===== config.mk =====
export PLATFORM = sky130hd
export DESIGN_NAME = expression_lexer_core_flat
export DESIGN_NICKNAME = d
export VERILOG_FILES = /design/src/hw/rtl/exl_pkg.sv /design/src/hw/rtl/exl_char_if.sv /design/src/hw/rtl/exl_tok_if.sv /design/src/hw/rtl/exl_scan.sv /design/src/hw/rtl/exl_tok_queue.sv /design/src/hw/rtl/expression_lexer_core.sv /design/src/flat_wrapper.sv
export SDC_FILE = /design/constraint.sdc
export NUM_CORES = 1
export LEC_CHECK = 0
export BUFFER_PORTS_ARGS = -buffer_cell sky130_fd_sc_hd__buf_2
export CAP_MARGIN = 20
export CORE_AREA = 2 2 189 191
export DETAILED_ROUTE_END_ITERATION = 10
export DIE_AREA = 0 0 191 193
export PLACE_DENSITY = 0.77
export SLEW_MARGIN = 10
export SYNTH_ARGS = -nofsm -noshare
export SYNTH_HDL_FRONTEND = slang
export SYNTH_SLANG_ARGS = --single-unit

===== constraint.sdc =====
create_clock -name clk -period 6.1 [get_ports clk]
set_clock_uncertainty 0.05 [all_clocks]
set_input_delay 1.22 -clock clk [delete_from_list [all_inputs] [get_ports clk]]
set_output_delay 1.22 -clock clk [all_outputs]
set_load 0.05 [all_outputs]

===== src/hw/rtl/exl_pkg.sv =====
// shared types, codes and lookup tables of the expression lexer
`default_nettype none

package exl_pkg;

	localparam int POS_BITS_DEFAULT = 16;
	localparam int FIELD_BITS = 16;
	localparam int KIND_BITS = 5;
	localparam logic [FIELD_BITS-1:0] FIELD_MAX = '1;

	// scan modes
	localparam logic [1:0] MODE_IDLE  = 2'd0;
	localparam logic [1:0] MODE_MINUS = 2'd1;
	localparam logic [1:0] MODE_INT   = 2'd2;
	localparam logic [1:0] MODE_FRAC  = 2'd3;

	// token kinds
	localparam logic [KIND_BITS-1:0] KIND_PLUS     = 5'd0;
	localparam logic [KIND_BITS-1:0] KIND_STAR     = 5'd1;
	localparam logic [KIND_BITS-1:0] KIND_SEMI     = 5'd2;
	localparam logic [KIND_BITS-1:0] KIND_BAR      = 5'd3;
	localparam logic [KIND_BITS-1:0] KIND_TILDE    = 5'd4;
	localparam logic [KIND_BITS-1:0] KIND_LPAREN   = 5'd5;
	localparam logic [KIND_BITS-1:0] KIND_RPAREN   = 5'd6;
	localparam logic [KIND_BITS-1:0] KIND_PERCENT  = 5'd7;
	localparam logic [KIND_BITS-1:0] KIND_EQUAL    = 5'd8;
	localparam logic [KIND_BITS-1:0] KIND_DOLLAR   = 5'd9;
	localparam logic [KIND_BITS-1:0] KIND_AMP      = 5'd10;
	localparam logic [KIND_BITS-1:0] KIND_AT       = 5'd11;
	localparam logic [KIND_BITS-1:0] KIND_BANG     = 5'd12;
	localparam logic [KIND_BITS-1:0] KIND_QUEST    = 5'd13;
	localparam logic [KIND_BITS-1:0] KIND_LBRACK   = 5'd14;
	localparam logic [KIND_BITS-1:0] KIND_RBRACK   = 5'd15;
	localparam logic [KIND_BITS-1:0] KIND_ARROW    = 5'd16;
	localparam logic [KIND_BITS-1:0] KIND_NUMBER   = 5'd17;
	localparam logic [KIND_BITS-1:0] KIND_MINUS    = 5'd18;
	localparam logic [KIND_BITS-1:0] KIND_KW_F     = 5'd19;
	localparam logic [KIND_BITS-1:0] KIND_KW_B     = 5'd20;
	localparam logic [KIND_BITS-1:0] KIND_KW_H     = 5'd21;
	localparam logic [KIND_BITS-1:0] KIND_KW_S     = 5'd22;
	localparam logic [KIND_BITS-1:0] KIND_KW_V     = 5'd23;
	localparam logic [KIND_BITS-1:0] KIND_KW_A     = 5'd24;
	localparam logic [KIND_BITS-1:0] KIND_VARIABLE = 5'd25;
	localparam logic [KIND_BITS-1:0] KIND_ERROR    = 5'd26;
	localparam logic [KIND_BITS-1:0] KIND_EOF      = 5'd27;

	// characters
	localparam logic [7:0] CH_NUL     = 8'h00;
	localparam logic [7:0] CH_TAB     = 8'h09;
	localparam logic [7:0] CH_NEWLINE = 8'h0a;
	localparam logic [7:0] CH_CR      = 8'h0d;
	localparam logic [7:0] CH_SPACE   = 8'h20;
	localparam logic [7:0] CH_MINUS   = 8'h2d;
	localparam logic [7:0] CH_DOT     = 8'h2e;
	localparam logic [7:0] CH_ZERO    = 8'h30;
	localparam logic [7:0] CH_NINE    = 8'h39;
	localparam logic [7:0] CH_GT      = 8'h3e;
	localparam logic [7:0] CH_LOWER_A = 8'h61;
	localparam logic [7:0] CH_LOWER_Z = 8'h7a;

	// result queue
	localparam int SLOTS = 3;
	localparam int QDEPTH = 4;
	localparam int QPTR_BITS = 2;
	localparam int QCNT_BITS = 3;

	typedef struct packed {
		logic [KIND_BITS-1:0]  kind;
		logic [FIELD_BITS-1:0] line;
		logic [FIELD_BITS-1:0] column;
		logic [FIELD_BITS-1:0] length;
		logic [7:0]            symbol;
		logic                  end_of_run;
	} tok_t;

	typedef struct packed {
		logic [SLOTS-1:0] valid;
		tok_t [SLOTS-1:0] tok;
	} slots_t;

	typedef struct packed {
		logic                 hit;
		logic [KIND_BITS-1:0] kind;
	} lookup_t;

	// single-character operators
	function automatic lookup_t op_lookup(input logic [7:0] c);
		lookup_t r;
		r.hit = 1'b1;
		case (c)
			8'h2b: r.kind = KIND_PLUS;
			8'h2a: r.kind = KIND_STAR;
			8'h3b: r.kind = KIND_SEMI;
			8'h7c: r.kind = KIND_BAR;
			8'h7e: r.kind = KIND_TILDE;
			8'h28: r.kind = KIND_LPAREN;
			8'h29: r.kind = KIND_RPAREN;
			8'h25: r.kind = KIND_PERCENT;
			8'h3d: r.kind = KIND_EQUAL;
			8'h24: r.kind = KIND_DOLLAR;
			8'h26: r.kind = KIND_AMP;
			8'h40: r.kind = KIND_AT;
			8'h21: r.kind = KIND_BANG;
			8'h3f: r.kind = KIND_QUEST;
			8'h5b: r.kind = KIND_LBRACK;
			8'h5d: r.kind = KIND_RBRACK;
			default: begin
				r.hit = 1'b0;
				r.kind = KIND_ERROR;
			end
		endcase
		return r;
	endfunction

	// upper-case keywords
	function automatic lookup_t kw_lookup(input logic [7:0] c);
		lookup_t r;
		r.hit = 1'b1;
		case (c)
			8'h46: r.kind = KIND_KW_F;
			8'h42: r.kind = KIND_KW_B;
			8'h48: r.kind = KIND_KW_H;
			8'h53: r.kind = KIND_KW_S;
			8'h56: r.kind = KIND_KW_V;
			8'h41: r.kind = KIND_KW_A;
			default: begin
				r.hit = 1'b0;
				r.kind = KIND_ERROR;
			end
		endcase
		return r;
	endfunction

endpackage

`default_nettype wire


===== src/hw/rtl/exl_char_if.sv =====
// character input channel
`default_nettype none

interface exl_char_if;
	logic       valid;
	logic       ready;
	logic [7:0] ch;
	logic       has_char;
	logic       last;

	modport source(output valid, output ch, output has_char, output last, input ready);
	modport sink(input valid, input ch, input has_char, input last, output ready);
endinterface

`default_nettype wire


===== src/hw/rtl/exl_tok_if.sv =====
// token output channel
`default_nettype none

interface exl_tok_if;
	logic                               valid;
	logic                               ready;
	logic [exl_pkg::KIND_BITS-1:0]      kind;
	logic [exl_pkg::FIELD_BITS-1:0]     tok_row;
	logic [exl_pkg::FIELD_BITS-1:0]     tok_column;
	logic [exl_pkg::FIELD_BITS-1:0]     tok_length;
	logic [7:0]                         symbol;
	logic                               end_of_run;

	modport source(output valid, output kind, output tok_row, output tok_column,
		output tok_length, output symbol, output end_of_run, input ready);
	modport sink(input valid, input kind, input tok_row, input tok_column,
		input tok_length, input symbol, input end_of_run, output ready);
endinterface

`default_nettype wire


===== src/hw/rtl/exl_scan.sv =====
// scanner state and per-character token decision
`default_nettype none

module exl_scan #(
	parameter int POS_BITS = exl_pkg::POS_BITS_DEFAULT
) (
	input  wire logic          clk,
	input  wire logic          arst_n,
	input  wire logic          step,
	input  wire logic [7:0]    ch,
	input  wire logic          has_char,
	input  wire logic          last,
	output exl_pkg::slots_t    slots
);

	typedef logic [POS_BITS-1:0] pos_t;

	localparam int WIDE = (POS_BITS > exl_pkg::FIELD_BITS) ? POS_BITS : exl_pkg::FIELD_BITS;

	logic [1:0] mode_q, mode_c;
	pos_t line_q, col_q, sline_q, scol_q, len_q;
	pos_t line_c, col_c, sline_c, scol_c, len_c;

	function automatic pos_t sat_inc(input pos_t v);
		return (v == '1) ? v : v + pos_t'(1);
	endfunction

	function automatic logic [exl_pkg::FIELD_BITS-1:0] clamp(input pos_t v);
		logic [WIDE-1:0] w;
		w = WIDE'(v);
		if (w > WIDE'(exl_pkg::FIELD_MAX))
			return exl_pkg::FIELD_MAX;
		return w[exl_pkg::FIELD_BITS-1:0];
	endfunction

	function automatic exl_pkg::tok_t make_tok(input logic [exl_pkg::KIND_BITS-1:0] k,
		input pos_t l, input pos_t c, input pos_t n, input logic [7:0] s);
		exl_pkg::tok_t t;
		t.kind = k;
		t.line = clamp(l);
		t.column = clamp(c);
		t.length = clamp(n);
		t.symbol = s;
		t.end_of_run = 1'b0;
		return t;
	endfunction

	logic is_digit, is_dot, is_space, is_lower;
	exl_pkg::lookup_t op_hit, kw_hit;
	logic taken;
	logic pre_v, chr_v, mid_v, eof_v;
	exl_pkg::tok_t pre_t, chr_t, mid_t, eof_t;

	assign is_digit = ch inside {[exl_pkg::CH_ZERO:exl_pkg::CH_NINE]};
	assign is_dot   = (ch == exl_pkg::CH_DOT);
	assign is_space = (ch == exl_pkg::CH_SPACE) || (ch inside {[exl_pkg::CH_TAB:exl_pkg::CH_CR]});
	assign is_lower = ch inside {[exl_pkg::CH_LOWER_A:exl_pkg::CH_LOWER_Z]};
	assign op_hit   = exl_pkg::op_lookup(ch);
	assign kw_hit   = exl_pkg::kw_lookup(ch);

	always_comb begin
		mode_c = mode_q;
		line_c = line_q;
		col_c = col_q;
		sline_c = sline_q;
		scol_c = scol_q;
		len_c = len_q;
		taken = 1'b0;
		pre_v = 1'b0;
		chr_v = 1'b0;
		pre_t = make_tok(exl_pkg::KIND_ARROW, sline_q, scol_q, pos_t'(2), exl_pkg::CH_NUL);
		chr_t = make_tok(exl_pkg::KIND_ERROR, line_q, col_q, '0, ch);
		if (has_char) begin
			// continue an open token
			case (mode_q)
				exl_pkg::MODE_MINUS: begin
					if (ch == exl_pkg::CH_GT) begin
						pre_v = 1'b1;
						mode_c = exl_pkg::MODE_IDLE;
						len_c = '0;
						taken = 1'b1;
					end else if (is_digit) begin
						len_c = sat_inc(len_q);
						mode_c = exl_pkg::MODE_INT;
						taken = 1'b1;
					end
				end
				exl_pkg::MODE_INT: begin
					if (is_digit || is_dot) begin
						len_c = sat_inc(len_q);
						if (is_dot)
							mode_c = exl_pkg::MODE_FRAC;
						taken = 1'b1;
					end
				end
				exl_pkg::MODE_FRAC: begin
					if (is_digit) begin
						len_c = sat_inc(len_q);
						taken = 1'b1;
					end
				end
				default: ;
			endcase
			if (!taken) begin
				// flush what was open, then treat the character fresh
				if (mode_q == exl_pkg::MODE_MINUS) begin
					pre_v = 1'b1;
					pre_t = make_tok(exl_pkg::KIND_MINUS, sline_q, scol_q, pos_t'(1),
						exl_pkg::CH_MINUS);
				end else if (mode_q != exl_pkg::MODE_IDLE) begin
					pre_v = 1'b1;
					pre_t = make_tok(exl_pkg::KIND_NUMBER, sline_q, scol_q, len_q,
						exl_pkg::CH_NUL);
				end
				mode_c = exl_pkg::MODE_IDLE;
				len_c = '0;
				if (is_space) begin
					chr_v = 1'b0;
				end else if (op_hit.hit) begin
					chr_v = 1'b1;
					chr_t = make_tok(op_hit.kind, line_q, col_q, pos_t'(1), ch);
				end else if (kw_hit.hit) begin
					chr_v = 1'b1;
					chr_t = make_tok(kw_hit.kind, line_q, col_q, pos_t'(1), ch);
				end else if (ch == exl_pkg::CH_MINUS || is_digit) begin
					sline_c = line_q;
					scol_c = col_q;
					len_c = pos_t'(1);
					mode_c = is_digit ? exl_pkg::MODE_INT : exl_pkg::MODE_MINUS;
				end else if (is_lower) begin
					chr_v = 1'b1;
					chr_t = make_tok(exl_pkg::KIND_VARIABLE, line_q, col_q, pos_t'(1), ch);
				end else begin
					chr_v = 1'b1;
				end
			end
			// advance position
			if (ch == exl_pkg::CH_NEWLINE) begin
				line_c = sat_inc(line_q);
				col_c = '0;
			end else begin
				col_c = sat_inc(col_q);
			end
		end
	end

	// middle slot: token of the character, or the flush forced by end of input
	always_comb begin
		mid_v = 1'b0;
		mid_t = chr_t;
		if (chr_v) begin
			mid_v = 1'b1;
		end else if (last && mode_c == exl_pkg::MODE_MINUS) begin
			mid_v = 1'b1;
			mid_t = make_tok(exl_pkg::KIND_MINUS, sline_c, scol_c, pos_t'(1), exl_pkg::CH_MINUS);
		end else if (last && mode_c != exl_pkg::MODE_IDLE) begin
			mid_v = 1'b1;
			mid_t = make_tok(exl_pkg::KIND_NUMBER, sline_c, scol_c, len_c, exl_pkg::CH_NUL);
		end
		eof_v = last;
		eof_t = make_tok(exl_pkg::KIND_EOF, line_c, col_c, '0, exl_pkg::CH_NUL);
	end

	always_comb begin
		slots.valid = {eof_v, mid_v, pre_v};
		slots.tok[0] = pre_t;
		slots.tok[1] = mid_t;
		slots.tok[2] = eof_t;
		slots.tok[2].end_of_run = eof_v;
		slots.tok[1].end_of_run = mid_v && !eof_v;
		slots.tok[0].end_of_run = pre_v && !mid_v && !eof_v;
	end

	always_ff @(posedge clk or negedge arst_n) begin
		if (!arst_n) begin
			mode_q <= exl_pkg::MODE_IDLE;
			line_q <= '0;
			col_q <= '0;
			sline_q <= '0;
			scol_q <= '0;
			len_q <= '0;
		end else if (step) begin
			if (last) begin
				mode_q <= exl_pkg::MODE_IDLE;
				line_q <= '0;
				col_q <= '0;
				sline_q <= '0;
				scol_q <= '0;
				len_q <= '0;
			end else begin
				mode_q <= mode_c;
				line_q <= line_c;
				col_q <= col_c;
				sline_q <= sline_c;
				scol_q <= scol_c;
				len_q <= len_c;
			end
		end
	end

endmodule

`default_nettype wire


===== src/hw/rtl/exl_tok_queue.sv =====
// small token queue taking up to three tokens a cycle, one out a cycle while the sink is ready
`default_nettype none

module exl_tok_queue (
	input  wire logic         clk,
	input  wire logic         arst_n,
	input  wire logic         push,
	input  exl_pkg::slots_t   slots,
	output logic              room,
	exl_tok_if.source         tokens
);

	exl_pkg::tok_t entry_q [exl_pkg::QDEPTH];
	logic [exl_pkg::QPTR_BITS-1:0] wr_ptr_q, rd_ptr_q;
	logic [exl_pkg::QCNT_BITS-1:0] count_q;
	logic [exl_pkg::QPTR_BITS-1:0] off [exl_pkg::SLOTS];
	logic [exl_pkg::QPTR_BITS-1:0] push_n;
	logic pop;
	exl_pkg::tok_t head;

	// packed offsets of the valid slots
	assign off[0] = '0;
	assign off[1] = exl_pkg::QPTR_BITS'(slots.valid[0]);
	assign off[2] = exl_pkg::QPTR_BITS'(slots.valid[0]) + exl_pkg::QPTR_BITS'(slots.valid[1]);
	assign push_n = push ? exl_pkg::QPTR_BITS'($countones(slots.valid)) : '0;

	assign room = (count_q <= exl_pkg::QCNT_BITS'(exl_pkg::QDEPTH - exl_pkg::SLOTS));
	assign pop = tokens.valid && tokens.ready;

	assign head = entry_q[rd_ptr_q];
	assign tokens.valid = (count_q != '0);
	assign tokens.kind = head.kind;
	assign tokens.tok_row = head.line;
	assign tokens.tok_column = head.column;
	assign tokens.tok_length = head.length;
	assign tokens.symbol = head.symbol;
	assign tokens.end_of_run = head.end_of_run;

	always_ff @(posedge clk) begin
		for (int i = 0; i < exl_pkg::QDEPTH; i++) begin
			for (int k = 0; k < exl_pkg::SLOTS; k++) begin
				if (push && slots.valid[k] &&
					(wr_ptr_q + off[k]) == exl_pkg::QPTR_BITS'(i))
					entry_q[i] <= slots.tok[k];
			end
		end
	end

	always_ff @(posedge clk or negedge arst_n) begin
		if (!arst_n) begin
			wr_ptr_q <= '0;
			rd_ptr_q <= '0;
			count_q <= '0;
		end else begin
			wr_ptr_q <= wr_ptr_q + push_n;
			if (pop)
				rd_ptr_q <= rd_ptr_q + exl_pkg::QPTR_BITS'(1);
			count_q <= count_q + exl_pkg::QCNT_BITS'(push_n)
				- exl_pkg::QCNT_BITS'(pop);
		end
	end

endmodule

`default_nettype wire


===== src/hw/rtl/expression_lexer_core.sv =====
// expression lexer top level: input register, scanner and token queue
// first token of a character is offered after the input register and the token queue
// throughput: one character per cycle unless stalled; an item's tokens leave one at a time
// input stalls only when the four-entry token queue has fewer than three free entries
// reset: arst_n clears scan state to line 0, column 0 and empties both stages
`default_nettype none

module expression_lexer_core #(
	parameter int POS_BITS = exl_pkg::POS_BITS_DEFAULT
) (
	input wire logic   clk,
	input wire logic   arst_n,
	exl_char_if.sink   chars,
	exl_tok_if.source  tokens
);

	// input register stage
	logic       valid_s1;
	logic [7:0] ch_s1;
	logic       has_char_s1;
	logic       last_s1;

	logic            room;
	logic            step;
	logic            accept;
	exl_pkg::slots_t slots;

	// the held character is scanned once the queue can take its worst case
	assign step = valid_s1 && room;
	// the input register refills in the same cycle it drains
	assign chars.ready = !valid_s1 || step;
	assign accept = chars.valid && chars.ready;

	always_ff @(posedge clk or negedge arst_n) begin
		if (!arst_n) begin
			valid_s1 <= 1'b0;
		end else if (accept) begin
			valid_s1 <= 1'b1;
		end else if (step) begin
			valid_s1 <= 1'b0;
		end
	end

	// payload needs no reset
	always_ff @(posedge clk) begin
		if (accept) begin
			ch_s1 <= chars.ch;
			has_char_s1 <= chars.has_char;
			last_s1 <= chars.last;
		end
	end

	// scanner: line/column tracking, open minus or number, up to three tokens
	exl_scan #(
		.POS_BITS(POS_BITS)
	) u_scan (
		.clk      (clk),
		.arst_n   (arst_n),
		.step     (step),
		.ch       (ch_s1),
		.has_char (has_char_s1),
		.last     (last_s1),
		.slots    (slots)
	);

	// token queue decouples the scanner from output backpressure
	exl_tok_queue u_queue (
		.clk    (clk),
		.arst_n (arst_n),
		.push   (step),
		.slots  (slots),
		.room   (room),
		.tokens (tokens)
	);

endmodule

`default_nettype wire

===== src/flat_wrapper.sv =====
// flat-port wrapper written by rule: the top's interface ports become plain ports
module expression_lexer_core_flat 
#(
	parameter int POS_BITS = exl_pkg::POS_BITS_DEFAULT
)
  (clk, arst_n, chars_valid, chars_ch, chars_has_char, chars_last, chars_ready, tokens_valid, tokens_kind, tokens_tok_row, tokens_tok_column, tokens_tok_length, tokens_symbol, tokens_end_of_run, tokens_ready);
  exl_char_if chars_i ();
  exl_tok_if tokens_i ();
  input wire logic clk;
  input wire logic arst_n;
  input wire logic [$bits(chars_i.valid)-1:0] chars_valid;
  input wire logic [$bits(chars_i.ch)-1:0] chars_ch;
  input wire logic [$bits(chars_i.has_char)-1:0] chars_has_char;
  input wire logic [$bits(chars_i.last)-1:0] chars_last;
  output wire logic [$bits(chars_i.ready)-1:0] chars_ready;
  output wire logic [$bits(tokens_i.valid)-1:0] tokens_valid;
  output wire logic [$bits(tokens_i.kind)-1:0] tokens_kind;
  output wire logic [$bits(tokens_i.tok_row)-1:0] tokens_tok_row;
  output wire logic [$bits(tokens_i.tok_column)-1:0] tokens_tok_column;
  output wire logic [$bits(tokens_i.tok_length)-1:0] tokens_tok_length;
  output wire logic [$bits(tokens_i.symbol)-1:0] tokens_symbol;
  output wire logic [$bits(tokens_i.end_of_run)-1:0] tokens_end_of_run;
  input wire logic [$bits(tokens_i.ready)-1:0] tokens_ready;
  assign chars_i.valid = chars_valid;
  assign chars_i.ch = chars_ch;
  assign chars_i.has_char = chars_has_char;
  assign chars_i.last = chars_last;
  assign chars_ready = chars_i.ready;
  assign tokens_valid = tokens_i.valid;
  assign tokens_kind = tokens_i.kind;
  assign tokens_tok_row = tokens_i.tok_row;
  assign tokens_tok_column = tokens_i.tok_column;
  assign tokens_tok_length = tokens_i.tok_length;
  assign tokens_symbol = tokens_i.symbol;
  assign tokens_end_of_run = tokens_i.end_of_run;
  assign tokens_i.ready = tokens_ready;
  expression_lexer_core #(.POS_BITS(POS_BITS)) u_core (.clk(clk), .arst_n(arst_n), .chars(chars_i), .tokens(tokens_i));
endmodule

==> impl_metrics.yaml, run 1 <==
power_and_ir_drop:
  design_internal_power_mw: 5.44
  p_sw_mw: 3.66
  pwr-share-comb_pct: 39.7
  power-per-cell-area_nw_per_um2: 421
  pwr-share-clk_pct: 25.3
  power.share.switching_pct: 40.2
  vdd_ir_drop_max_mv: 0.296
  seqPwrFrac_pct: 34.9
  leakage_power_figure_nw: 7.53
route:
  num_vias: 16371
  detail_route.wirelength_um: 58600
  first_pass_detailed_route_iteration_total: 6
  vias_per_cell: 7.12
  drt-initial-drc-count: 2484
  drtAntennaViolNets: 0
  drcViolationCount: 0
  wl_per_cell_um: 25.5
clocking:
  clkSinkCount: 348
  ctsLongestPathBuffers: 3
  htree_levels: 2
  clk_root_buffer_cell: "clkbuf_16"
  post_cts_resize_count: 0
  cts_tree: "done"
  cts_buffers: 37
  worst_skew_pair_latency_ns: 0.54
  clock_pin_slew_on_the_worst_setup_and_hold_paths_ns: 0.06
  post_cts_hold_buffer_count: 0
  cts_setup_buffers: 0
timing:
  hold-worst-slack_ns: 0.444
  fmaxAchievable_mhz: 182
  finalMaxSlewViolations: 0
  final.period_utilization_pct: 89.8
  worst-slew-pin-transition_ns: 1.11
  setup_repair_after_global_routing_missed_its_margin: "no"
  finalHoldViolations: 0
  final.setup.tns_ns: 0
  setup_viol_count_final: 0
  period_needed_ns: 5.48
  timing.max_slew.rel_slack_pct: 25.5
min_path:
  worst_hold_path_type: "reg2reg"
logic_synthesis:
  synth_warnings: 0
  synthFlopType: "edfxtp_1"
  yosysSeqAreaShare_pct: 51.0
  synth.lib_cells_used.distinct: 99
  ys_async_sr_fraction_pct: 25.9
  number_of_nets_in_the_synthesized_netlist: 1848
  syn-mean-instance-area_sq_um: 10.8
  synth_area_sq_um: 19600
  synth_enable_flop_cells: 258
  postSynthRegisterBits: 348
  synthCells: 1820
grt:
  grt_pass1_vias: 15357
  total_congestion_overflow_after_global_routing: 0
  grt.total_usage_pct: 31.7
  grt_pass1_wl_um: 89100
  grt_start_max_net_pins: 84
  grt_antenna_before_repair: 1
critical_path:
  critical_path_arrival_ns: 5.83
  worstSetupEndpointType: "flop"
  crit_required_ns: 6.45
  crit_path_max_fanout: 20
  cp_cell_instances: "or4b_1 > o22ai_4 > o21ai_0 > nand2_1 > inv_1 > ha_1 > nor3_1 > nand2_1 > nor3_1 > or3_1 > buf_4 > a221o_1"
  max_stage_delay_ns: 0.78
  cpMaxStageDelayCell: "or4b_1"
  cp-start-kind: "flop"
  criticalPathCategory: "reg2reg"
placed_design:
  portBuffers: 77
  placed_cells: 2231
  dpl.hpwl_um: 35400
  postPlaceCellArea_sq_um: 20300
  place_congestion: 0.940
layout:
  finalInstanceArea_sq_um: 21600
  post_layout_nonfiller_instances: 2300
  num_antenna_cells: 0
  total_area_of_multi_input_combinational_cells_sq_um: 8880
  drive_gt1_share_pct: 19.4
  area.growth.synth_to_final_pct: 10.2
  fillCellCount: 2746
  final_common_cell: "edfxtp_1"
  finalCoreUtilization_pct: 61.8
  final-seq-area_sq_um: 10000
  final_cell_mix: "edfxtp_1 (258), nand2_1 (241), nor2_1 (129)"
  final_nets: 1839
job:
  max_cap_violations: 0
floorplan:
  fp.coreArea_sq_um: 35000
  fp.dieW_um: 191
  fp-row-count: 69
  io_pins: 78
  initial_utilization_pct: 56.1
  design.die.area_sq_um: 36900
  die-height_um: 193
status:
  outcome: "complete, no violations"
[cell type report]
class	instances	share of cell area (%)
clock buffers	53	4.95
clock inverters	14	0.782
repair buffers	126	3.72
multi-input cells	1271	41.1
inverters	27	0.469
flip-flops and latches	348	46.3
well taps	461	2.67
[stage by stage]
stage                     worst slack [ns]  total power, mW
after CTS                            0.740             9.07
after detailed placement             0.769             6.79
after global placement               0.943             6.73
after global routing                 0.321             9.40
final                                0.620             9.10
after floorplan                      0.772             5.81
[path summary, 6_finish.rpt]
check | startpoint | to | slack, ns | cells past startpoint
worst max-delay path | u_core.ch_s1[4] | u_core.u_queue.entry_q[2][26] | 0.62 | 12
worst min-delay path | u_core.u_queue.count_q[0] | u_core.u_queue.count_q[0] | 0.44 | 1
worst max register to register | u_core.ch_s1[4] | u_core.u_queue.entry_q[2][26] | 0.62 | 12
worst min register to register | u_core.u_queue.count_q[0] | u_core.u_queue.count_q[0] | 0.44 | 1
max in group asynchronous | arst_n | u_core.u_queue.rd_ptr_q[0] | 4.20 | 2
min in group asynchronous | arst_n | u_core.u_scan.col_q[0] | 0.82 | 1
[metal layers]
metal	global-route usage (%)	share of wire (%)	vias to the layer above	wire [um]
met3	6.95	13	150	7490
met2	47.9	45	1224	26600
met1	45.3	39	7957	22900
met5	0	0	-	0
li1	-	-	7040	-
met4	11.7	2.8	0	1620
[power by group through the flow]
| stage | registers [mW] | clock network, mW | logic, mW |
|---|---|---|---|
| final | 3.18 | 2.31 | 3.62 |
| after global routing | 3.21 | 2.40 | 3.79 |
| after CTS | 3.22 | 2.31 | 3.54 |
| after detailed placement | 3.26 | 0 | 3.52 |
| after global placement | 3.25 | 0 | 3.49 |
| after floorplan | 3.09 | 0 | 2.72 |
[kinds of logic after synthesis]
family          share of synthesized area (%)
compound gates                           21.2
simple gates                             13.8
flops                                    51.0
buf+inv                                  4.23
mux                                      7.75
xor+xnor                                 1.07
fa+ha+maj                               0.932
[flip-flops by register name, indices dropped and copies added (netlist names), 3 cells and up]
signal / count
u_core.u_scan.line_q: 16
u_core.ch_s1: 8
u_core.u_scan.scol_q: 16
u_core.u_queue.count_q: 3
u_core.u_queue.entry_q: 248
u_core.u_scan.sline_q: 16
u_core.u_scan.len_q: 16
u_core.u_scan.col_q: 16
[critical path, delay by kind of cell, from the launching register on]
kind	cells	cell delay [ns]
and+or+nand+nor	6	2.77
AOI/OAI and AO/OA	3	0.93
DFF	1	0.66
buffers and inverters	2	0.54
adders and majority gates	1	0.40
[Yosys cell counts, types with 16 or more instances]
| cell | count | area share (%) |
|---|---|---|
| edfxtp_1 | 258 | 40 |
| nand2_1 | 242 | 4.6 |
| nor2_1 | 131 | 2.5 |
| clkbuf_1 | 128 | 2.5 |
| o21ai_0 | 127 | 3.2 |
| a21oi_1 | 103 | 2.6 |
| dfrtp_1 | 90 | 11 |
| mux4_2 | 62 | 7.1 |
| o221a_2 | 62 | 3.6 |
| o22ai_1 | 54 | 1.7 |
| nand3_1 | 39 | 1.0 |
| a22oi_1 | 38 | 1.5 |
| nor3_1 | 38 | 0.97 |
| a211oi_1 | 37 | 1.4 |
| a221o_1 | 30 | 1.5 |
| inv_1 | 27 | 0.52 |
| buf_2 | 25 | 0.64 |
| or3_1 | 21 | 0.67 |
| a31oi_1 | 16 | 0.51 |
| nand2b_1 | 16 | 0.51 |
| nand4_1 | 16 | 0.51 |
Note: power is estimated with default switching activity, not from simulation.
==> run 2: changes to the inputs <==
- CORE_AREA: 2 2 189 191 -> 2 2 207 209
- DIE_AREA: 0 0 191 193 -> 0 0 209 211
- PLACE_DENSITY: 0.77 -> 0.78
- SKIP_LAST_GASP: default -> 1
- SYNTH_HIERARCHICAL: default -> 1
==> impl_metrics.yaml, run 2 <==
status:
  outcome: "complete, no violations"
route:
  first_pass_detailed_route_iteration_total: 6
  drtAntennaViolNets: 0
  vias_per_cell: 7.30
  detail_route.wirelength_um: 75100
  wl_per_cell_um: 24.7
  drt-initial-drc-count: 2581
  drcViolationCount: 0
  num_vias: 22198
power_and_ir_drop:
  leakage_power_figure_nw: 8.75
  vdd_ir_drop_max_mv: 0.729
  p_total_mw: 12.9
  power-per-cell-area_nw_per_um2: 504
timing:
  final.period_utilization_pct: 89.5
  period_needed_ns: 5.46
  setup_repair_after_global_routing_missed_its_margin: "no"
  finalMaxSlewViolations: 0
  final.setup.tns_ns: 0
  setup_viol_count_final: 0
  finalHoldViolations: 0
  fmaxAchievable_mhz: 183
  timing.max_slew.rel_slack_pct: 24.2
  worst-slew-pin-transition_ns: 1.12
critical_path:
  critical_path_arrival_ns: 5.66
  worst-path-buf-inv: 1
  critical_path.top_delay_family: "simple AND/OR/NAND/NOR gates"
  cp_cell_instances: "or4b_4 > o32a_4 > o32ai_4 > mux2i_1 > o21ai_2 > nand2_4 > fa_1 > nand3_4 > buf_12 > nor3_1 > a31oi_1"
  regToRegEndpoint: "u_core/u_queue/entry_q[3][54]"
  critical_path_depth: 11
  worst_r2r_startpoint: "u_core/ch_s1[4]"
  criticalPathCategory: "reg2reg"
  reg2regPathDepth: 11
  crit_required_ns: 6.30
  crit_end: "u_core/u_queue/entry_q[3][54]"
  r2r_slack_ns: 0.64
  crit_path_max_fanout: 69
  cp-start-kind: "flop"
  max_stage_delay_ns: 0.71
  worstSetupEndpointType: "flop"
  crit_path_start: "u_core/ch_s1[4]"
  cpMaxStageDelayCell: "or4b_4"
logic_synthesis:
  postSynthRegisterBits: 348
  synth_largest_type_area_fraction_pct: 32.2
  synth_enable_flop_cells: 258
  ys_async_sr_fraction_pct: 25.9
  syn-mean-instance-area_sq_um: 9.25
  yosysSeqAreaShare_pct: 41.5
  synthCells: 2603
  synth.cells.most_frequent: "nand2_1 (341), o21ai_0 (289), nor3_1 (269)"
  post-synth-top-count-cell: "nand2_1"
  synthFlopType: "edfxtp_1"
  synth_warnings: 6
  synth_area_sq_um: 24100
  synth_top_area_cell: "edfxtp_1"
  synth.area.top_cells: "edfxtp_1 (32%), dfrtp_1 (9.4%), a31oi_1 (6.7%), o21ai_0 (6.0%), mux4_2 (5.8%)"
  synth.lib_cells_used.distinct: 85
job:
  max_cap_violations: 0
grt:
  grt_antenna_before_repair: 2
  grt_pass1_vias: 21608
  grt.total_usage_pct: 33.7
  total_congestion_overflow_after_global_routing: 0
  grt_start_max_net_pins: 249
  grt_pass1_wl_um: 118000
min_path:
  worst_hold_path_type: "reg2reg"
  worst_hold_path.num_cells: 1
clocking:
  post_cts_hold_buffer_count: 0
  clkSinkCount: 348
  worst_skew_pair_latency_ns: 0.58
  clock_pin_slew_on_the_worst_setup_and_hold_paths_ns: 0.06
  htree_levels: 2
  clk_root_buffer_cell: "clkbuf_16"
  cts_setup_buffers: 0
  post_cts_resize_count: 0
  ctsLongestPathBuffers: 3
  cts_buffers: 40
  cts_tree: "done"
floorplan:
  initial_utilization_pct: 57.7
  fp.coreArea_sq_um: 41800
  io_pins: 78
  fp.dieW_um: 209
  design.die.area_sq_um: 44100
  die-height_um: 211
  fp-row-count: 75
placed_design:
  dpl.hpwl_um: 41700
  portBuffers: 77
  place_congestion: 0.930
layout:
  final_common_cell: "nand2_1"
  flip_flop_count_of_the_largest_register_after_layout: 248
  drive_gt1_share_pct: 13.4
  final_nets: 2497
  largest_register: "u_core/u_queue/entry_q"
  final_cell_mix: "nand2_1 (337), o21ai_0 (289), nor3_1 (268)"
  area.growth.synth_to_final_pct: 6.51
-- run 2: layout make-up --
type	instances	area, sq um
Tap cell	539	674
Multi-Input combinational cell	1922	12700
Timing Repair Buffer	133	902
Sequential cell	348	10000
Clock inverter	19	200
Antenna cell	1	2.50
Fill cell	3371	16100
Clock buffer	54	1080
Inverter	23	86.3
-- run 2: kinds of logic after synthesis --
kind of cell	share of synthesized area, %
and+or+nand+nor	21.1
other	0.0312
muxes	8.32
DFF	41.5
AOI/OAI and AO/OA	19.8
xor gates and xnor gates	1.47
buffers and inverters	6.88
adders and majority gates	0.873
-- run 2: report_power, final --
| group | leakage (nW) | internal (mW) | switching (mW) |
|---|---|---|---|
| logic | 4.53 | 1.67 | 5.19 |
| clock network | 0.618 | 1.38 | 1.02 |
| registers | 3.60 | 3.30 | 0.354 |
| total | 8.75 | 6.35 | 6.57 |
-- run 2: per-stage QoR --
step	hold WS (ns)	cell area (sq um)	setup WS [ns]	util [%]	std cells
finish	0.473	25600	0.644	61.4	3039
global route	0.519	25600	0.426	61.4	3038
CTS	0.476	25600	0.766	61.3	3035
detailed placement	0.463	24300	0.762	58.2	2962
global placement	0.452	24300	1.01	58.2	2961
floorplan	0.432	24300	-0.390	-	2637
-- run 2: per-layer routing --
layer  part of all wire [%]  global-route usage (%)  vias up  wire (um)
li1                       -                       -     9638          -
met1                     38                    43.9    10655      28500
met2                     46                    54.1     1602      34800
met3                     12                    7.26      303       8910
met4                    3.8                    16.0        0       2860
met5                      0                       0        -          0
-- run 2: worst min-delay path by stage --
stage / from / to
after detailed placement: u_core/u_queue/count_q[2] / u_core/u_queue/count_q[2]
after CTS: u_core/u_queue/count_q[2] / u_core/u_queue/count_q[2]
after floorplan: u_core/u_queue/count_q[2] / u_core/u_queue/count_q[2]
after global routing: u_core/u_queue/count_q[2] / u_core/u_queue/count_q[2]
after global placement: u_core/u_queue/count_q[2] / u_core/u_queue/count_q[2]
final: u_core/u_queue/count_q[2] / u_core/u_queue/count_q[2]
